--- src/shsd_pkg.sv ---
// Shared types, constants and calendar helper functions for the Solar Hijri
// day-difference block. No dependencies.
package shsd_pkg;

	localparam int YEAR_BITS = 12;
	localparam int COUNT_W = 21;
	localparam int DAYNUM_W = YEAR_BITS + 10;
	localparam int RES_W = 6;

	localparam int CYCLE_YEARS = 33;
	localparam int CYCLE_LEAPS = 8;
	localparam int DAYS_PER_YEAR = 365;
	localparam int DIV33_SHIFT = 21;
	localparam int DIV33_RECIP = 63551;
	localparam int RECIP_W = 16;

	localparam logic [1:0] ORDER_EARLIER = 2'd0;
	localparam logic [1:0] ORDER_EQUAL   = 2'd1;
	localparam logic [1:0] ORDER_LATER   = 2'd2;

	typedef logic [YEAR_BITS-1:0] year_t;
	typedef logic [DAYNUM_W-1:0] daynum_t;

	typedef struct packed {
		logic [4:0]  first_day;
		logic [3:0]  first_month;
		logic [11:0] first_year;
		logic [4:0]  second_day;
		logic [3:0]  second_month;
		logic [11:0] second_year;
	} dates_t;

	typedef struct packed {
		logic [COUNT_W-1:0] day_count;
		logic [1:0]         order;
		logic               invalid;
	} result_t;

	function automatic logic leap_residue(input logic [RES_W-1:0] r);
		logic leap;
		unique case (r)
			6'd1, 6'd5, 6'd9, 6'd13, 6'd17, 6'd22, 6'd26, 6'd30: leap = 1'b1;
			default: leap = 1'b0;
		endcase
		return leap;
	endfunction

	// Number of leap years in the cycle that come before the given residue.
	function automatic logic [3:0] leaps_before(input logic [RES_W-1:0] r);
		logic [3:0] n;
		priority if (r <= 6'd1) begin
			n = 4'd0;
		end else if (r <= 6'd5) begin
			n = 4'd1;
		end else if (r <= 6'd9) begin
			n = 4'd2;
		end else if (r <= 6'd13) begin
			n = 4'd3;
		end else if (r <= 6'd17) begin
			n = 4'd4;
		end else if (r <= 6'd22) begin
			n = 4'd5;
		end else if (r <= 6'd26) begin
			n = 4'd6;
		end else if (r <= 6'd30) begin
			n = 4'd7;
		end else begin
			n = 4'd8;
		end
		return n;
	endfunction

	function automatic logic [8:0] month_offset(input logic [3:0] m);
		logic [8:0] off;
		unique case (m)
			4'd1:    off = 9'd0;
			4'd2:    off = 9'd31;
			4'd3:    off = 9'd62;
			4'd4:    off = 9'd93;
			4'd5:    off = 9'd124;
			4'd6:    off = 9'd155;
			4'd7:    off = 9'd186;
			4'd8:    off = 9'd216;
			4'd9:    off = 9'd246;
			4'd10:   off = 9'd276;
			4'd11:   off = 9'd306;
			4'd12:   off = 9'd336;
			default: off = 9'd0;
		endcase
		return off;
	endfunction

	function automatic logic [4:0] month_length(input logic [3:0] m, input logic leap);
		logic [4:0] len;
		priority if (m < 4'd7) begin
			len = 5'd31;
		end else if (m < 4'd12) begin
			len = 5'd30;
		end else begin
			len = leap ? 5'd30 : 5'd29;
		end
		return len;
	endfunction

endpackage

--- src/solar_hijri_days_between_unit.sv ---
// Top level of the Solar Hijri day-difference block: input, day-number and result
// registers around shsd_day_number and shsd_compare. Depends on shsd_pkg.
//
//  channel  | signals                              | moves
//  ---------+--------------------------------------+-------------------------
//  dates    | dates_valid, dates_stall, dates      | two dates in, dates_t
//  result   | result_valid, result_stall, result   | count/order/flag, result_t
//
// One transaction is accepted every cycle while dates_stall is low; its result passes
// through the input register, day-number register and result register.
// Each stage moves on when it is empty or the stage after it moves, so bubbles close up.
// Reset clears the valid bits only; a stalled result holds until taken.
module solar_hijri_days_between_unit import shsd_pkg::*; (
	input  logic    clk,
	input  logic    arst_n,
	input  logic    dates_valid,
	output logic    dates_stall,
	input  dates_t  dates,
	output logic    result_valid,
	input  logic    result_stall,
	output result_t result
);

	logic    valid_s1;
	dates_t  dates_s1;
	logic    valid_s2;
	daynum_t first_num_s2;
	daynum_t second_num_s2;
	logic    invalid_s2;
	result_t result_q;

	logic    adv1;
	logic    adv2;
	logic    adv3;
	daynum_t first_num;
	daynum_t second_num;
	logic    first_ok;
	logic    second_ok;
	result_t next_result;

	assign adv3 = !result_valid || !result_stall;
	assign adv2 = !valid_s2 || adv3;
	assign adv1 = !valid_s1 || adv2;
	assign dates_stall = !adv1;

	shsd_day_number u_first (
		.day     (dates_s1.first_day),
		.month   (dates_s1.first_month),
		.year    (YEAR_BITS'(dates_s1.first_year)),
		.day_num (first_num),
		.ok      (first_ok)
	);

	shsd_day_number u_second (
		.day     (dates_s1.second_day),
		.month   (dates_s1.second_month),
		.year    (YEAR_BITS'(dates_s1.second_year)),
		.day_num (second_num),
		.ok      (second_ok)
	);

	shsd_compare u_compare (
		.first_num  (first_num_s2),
		.second_num (second_num_s2),
		.invalid    (invalid_s2),
		.result     (next_result)
	);

	always_ff @(posedge clk or negedge arst_n) begin
		if (!arst_n) begin
			valid_s1 <= 1'b0;
			valid_s2 <= 1'b0;
			result_valid <= 1'b0;
		end else begin
			if (adv1) begin
				valid_s1 <= dates_valid;
			end
			if (adv2) begin
				valid_s2 <= valid_s1;
			end
			if (adv3) begin
				result_valid <= valid_s2;
			end
		end
	end

	always_ff @(posedge clk) begin
		if (adv1 && dates_valid) begin
			dates_s1 <= dates;
		end
		if (adv2 && valid_s1) begin
			first_num_s2 <= first_num;
			second_num_s2 <= second_num;
			invalid_s2 <= !(first_ok && second_ok);
		end
		if (adv3 && valid_s2) begin
			result_q <= next_result;
		end
	end

	assign result = result_q;

endmodule

--- src/shsd_day_number.sv ---
// Checks one Solar Hijri date and forms its closed-form day number.
// Depends on shsd_pkg.
module shsd_day_number import shsd_pkg::*; (
	input  logic [4:0] day,
	input  logic [3:0] month,
	input  year_t      year,
	output daynum_t    day_num,
	output logic       ok
);

	logic [YEAR_BITS+RECIP_W-1:0] prod;
	year_t                        quot;
	year_t                        cycle_start;
	logic [RES_W-1:0]             rem;
	logic [4:0]                   len;

	// Division by 33 through a reciprocal that is exact over the year range.
	assign prod = (YEAR_BITS+RECIP_W)'(year) * (YEAR_BITS+RECIP_W)'(DIV33_RECIP);
	assign quot = YEAR_BITS'(prod >> DIV33_SHIFT);
	assign cycle_start = YEAR_BITS'(quot * YEAR_BITS'(CYCLE_YEARS));
	assign rem = RES_W'(year - cycle_start);

	assign len = month_length(month, leap_residue(rem));
	assign ok = (month >= 4'd1) && (month <= 4'd12) && (day >= 5'd1) && (day <= len);

	assign day_num = DAYNUM_W'(year) * DAYNUM_W'(DAYS_PER_YEAR)
		+ DAYNUM_W'(quot) * DAYNUM_W'(CYCLE_LEAPS)
		+ DAYNUM_W'(leaps_before(rem))
		+ DAYNUM_W'(month_offset(month))
		+ DAYNUM_W'(day);

endmodule

--- src/shsd_compare.sv ---
// Orders two day numbers and forms the inclusive day count.
// Depends on shsd_pkg.
module shsd_compare import shsd_pkg::*; (
	input  daynum_t first_num,
	input  daynum_t second_num,
	input  logic    invalid,
	output result_t result
);

	logic    first_less;
	logic    equal;
	daynum_t diff;

	assign first_less = first_num < second_num;
	assign equal = first_num == second_num;
	assign diff = first_less ? (second_num - first_num) : (first_num - second_num);

	always_comb begin
		result.invalid = invalid;
		if (invalid) begin
			result.day_count = '0;
			result.order = ORDER_EARLIER;
		end else begin
			result.day_count = COUNT_W'(diff + DAYNUM_W'(1));
			if (first_less) begin
				result.order = ORDER_EARLIER;
			end else if (equal) begin
				result.order = ORDER_EQUAL;
			end else begin
				result.order = ORDER_LATER;
			end
		end
	end

endmodule

--- config.mk ---
export PLATFORM = sky130hd
export DESIGN_NAME = solar_hijri_days_between_unit
export DESIGN_NICKNAME = d
export VERILOG_FILES = /design/src/shsd_pkg.sv /design/src/solar_hijri_days_between_unit.sv /design/src/shsd_day_number.sv /design/src/shsd_compare.sv
export SDC_FILE = /design/constraint.sdc
export NUM_CORES = 1
export LEC_CHECK = 0
export ABC_AREA = 1
export BUFFER_PORTS_ARGS = -buffer_cell sky130_fd_sc_hd__buf_2
export CORE_ASPECT_RATIO = 1.25
export CORE_MARGIN = 5
export CORE_UTILIZATION = 70
export DETAILED_ROUTE_END_ITERATION = 8
export PLACE_DENSITY = 0.87
export SYNTH_ARGS = -nofsm -noshare
export SYNTH_HDL_FRONTEND = slang
export SYNTH_SLANG_ARGS = --single-unit
--- constraint.sdc ---
create_clock -name clk -period 24.8 [get_ports clk]
set_input_delay 6.2 -clock clk [delete_from_list [all_inputs] [get_ports clk]]
set_output_delay 6.2 -clock clk [all_outputs]
set_load 0.02 [all_outputs]
==> flow_metrics.py <==
metrics = {
    "sta": {
        "fin_skew_ps": 16.03,
        "min_period_over_period_pct": 53.03,
        "tightest_slew_ps": 1224,
        "relSlewSlack_pct": 18.43,
        "fmax_mhz": 76.04,
        "rsz0062_at_grt": "false",
        "setup_viol": 0,
        "tns_ps": 0,
        "post-route-min-period_ps": 13150,
        "hold_viol_final": 0,
        "timing.hold.ws_ps": 485.0,
        "drv_slew": 0,
    },
    "route": {
        "drt_iter0_drc": 1109,
        "drc_errors": 0,
        "first_pass_iters": 7,
        "via_count": 16560,
        "postRouteAntennaNets": 0,
        "vias_per_cell": 5.604,
        "wl_per_cell_um": 17.07,
        "wl_um": 50450,
    },
    "setup_path": {
        "start_kind": "input pin",
        "critPathSlowestCell": "buf_2",
        "r2r-start": "dates_s1[32]$_DFFE_PP_",
        "worst-path-buf-inv": 3,
        "critPathKind": "in2out",
        "worstPathRequired_ps": 18600,
        "critPathMaxFanout": 4,
        "endpoint_kind": "output port",
        "worstSetupPathDepth": 6,
        "arrival_ps": 6950,
        "reg2reg_slack_ps": 11980,
        "reg2reg_depth": 56,
        "cp_top_family": "buffers and inverters",
        "cp_slowest_stage_delay_ps": 220,
        "cp_cell_sequence": "buf_2 -> nand2_1 -> nor2_1 -> inv_1 -> nor2_1 -> buf_2",
        "r2r_end": "first_num_s2[18]$_DFFE_PP_",
    },
    "run_status": {
        "outcome": "completed",
    },
    "cells_and_area": {
        "final_layout_size_suffix_gt1_share_pct": 5.834,
        "area_growth_pct": 6.655,
        "nNetsFinal": 3192,
        "antenna_cells": 0,
    },
    "cts": {
        "root_buffer": "clkbuf_16",
        "cts_inserted_buffers": 17,
        "cts_tree": "done",
        "clk_path_buf_depth": 2,
        "cts_resized": 0,
        "cts_setup_buffers": 0,
        "clk_latency_ps": 440,
        "ctsHoldBuffers": 0,
        "cts_max_level": 4,
        "clock-sinks": 132,
        "clk_pin_slew_ps": 60,
    },
    "min_path": {
        "holdPathEnd": "result_valid$_DFFE_PN0P_",
        "min_path_cells": 2,
        "min_from": "valid_s2$_DFFE_PN0P_",
        "hp-class": "reg2reg",
    },
    "synth": {
        "yosysSeqAreaShare_pct": 17.94,
        "synth-edff-count": 111,
        "synth_cells": 2457,
        "ys_ff_latch": 132,
        "synth_flop_cell": "edfxtp_1",
        "synth_async_sr_flop_share_pct": 2.273,
        "syn-num-nets": 3108,
        "avgSynthCellArea_um2": 8.548,
        "yosys-top-cells-area": "ha_1 22%, fa_1 22%, edfxtp_1 16%",
        "synth_top_area_cell": "ha_1",
        "netlist_area_mm2": 0.02100,
        "ys_warn_count": 0,
        "yosys.area.top_type_share_pct": 22.34,
        "ys_types": 60,
    },
    "global_routing": {
        "grt_overflow_total": 0,
        "first_global_vias": 17890,
        "grt_pass1_wl_um": 84410,
        "grt_max_degree": 50,
        "antenna_found_initial": 1,
        "grt_util_all_layers_pct": 31.62,
    },
    "placement": {
        "dp_hpwl_um": 42090,
        "io_buffers": 71,
        "place.gp.congestion": 0.9857,
    },
    "run": {
        "drv_cap": 0,
    },
    "floorplanning": {
        "die_y_um": 203.7,
        "die_width_um": 164.9,
        "die-area_mm2": 0.03359,
        "row_count": 71,
        "core-area_mm2": 0.02985,
        "boundaryPins": 72,
        "start_util_pct": 70.36,
    },
}
layout make-up:
class	count	area, um2
multi-input cells	1674	14770
well taps	401	501.7
clock inverters	14	137.6
clock buffers	18	429.2
inverters	642	2412
fillers	2083	7450
repair buffers	74	377.9
flip-flops and latches	132	3769
through the flow:
step | setup WS (ps) | utilization (%) | std cells | cell area, um2
3_5_place_dp | 11650 | 73.14 | 2923 | 21830
3_3_place_gp | 11650 | 73.14 | 2923 | 21830
4_1_cts | 11650 | 75.04 | 2955 | 22400
2_1_floorplan | 11890 | - | 2457 | 21000
5_1_grt | 11010 | 75.04 | 2955 | 22400
6_report | 11650 | 75.04 | 2955 | 22400
cell usage in the layout (no fill, tap or decap), drive strengths merged, types with 15 or more instances in the layout:
cell	n
inv	642
nand2	383
ha	375
fa	230
nor2	153
a21oi	138
edfxtp	111
o21ai	95
xor2	77
buf	74
nand3	67
xnor2	24
nor3	23
dfxtp	18
clkbuf	18
nand4	16
a21o	15
or2	15
kinds of logic (layout without fill, tap and decap cells):
group | count (synthesis) | in the layout | share of synthesized area, %
AO/OA/AOI/OAI | 298 | 298 | 7.983
XOR/XNOR | 103 | 103 | 4.462
adder cells (fa/ha/maj) | 605 | 605 | 44.27
buffers and inverters | 651 | 748 | 11.77
flip-flops | 132 | 132 | 17.94
AND/OR/NAND/NOR | 668 | 668 | 13.57
how the worst max path moves through the flow:
stage / to / startpoint / slack (ps)
CTS: dates_stall / result_stall / 11650
global placement: dates_stall / result_stall / 11650
finish: dates_stall / result_stall / 11650
detailed placement: dates_stall / result_stall / 11650
floorplan: dates_stall / result_stall / 11890
global route: first_num_s2[18]$_DFFE_PP_ / dates_s1[32]$_DFFE_PP_ / 11010
metal layers:
layer / up-vias / global-route usage (%) / share of wire, %
li1: 7884 / - / -
met1: 7863 / 35.78 / 37
met2: 612 / 57.03 / 52
met3: 201 / 4.589 / 5.0
met4: 0 / 16.85 / 5.6
met5: - / 0 / 0
synth_stat cells (3+ instances only):
cell type  number
o21ai_1         7
a21o_1         15
o21bai_1       10
o21a_1          9
nor2_1        145
dfxtp_1        18
or2_2          14
ha_1          375
nor4_1          4
edfxtp_1      111
dfrtp_1         3
a21oi_1       137
nand2_2         9
o211ai_1        8
a211oi_1        5
o21ai_0        88
fa_1          230
nor2_4          3
nand3_1        64
inv_1         638
nand2_1       374
nand4_1        16
nor3_1         20
xnor2_1        24
nor2_2          5
xor2_1         76
worst reg2reg max path: cells and delay by family, from the launching register on:
kind                     cells  cell delay (ps)
adder cells (fa/ha/maj)     14             6180
AND/OR/NAND/NOR             23             2540
AO/OA/AOI/OAI                6             1440
buffers and inverters       10             1000
XOR/XNOR                     3              900
flip-flops                   1              540
Power is not shown: default switching activity piles up to over one toggle a cycle in this logic, so the estimate is an artifact.
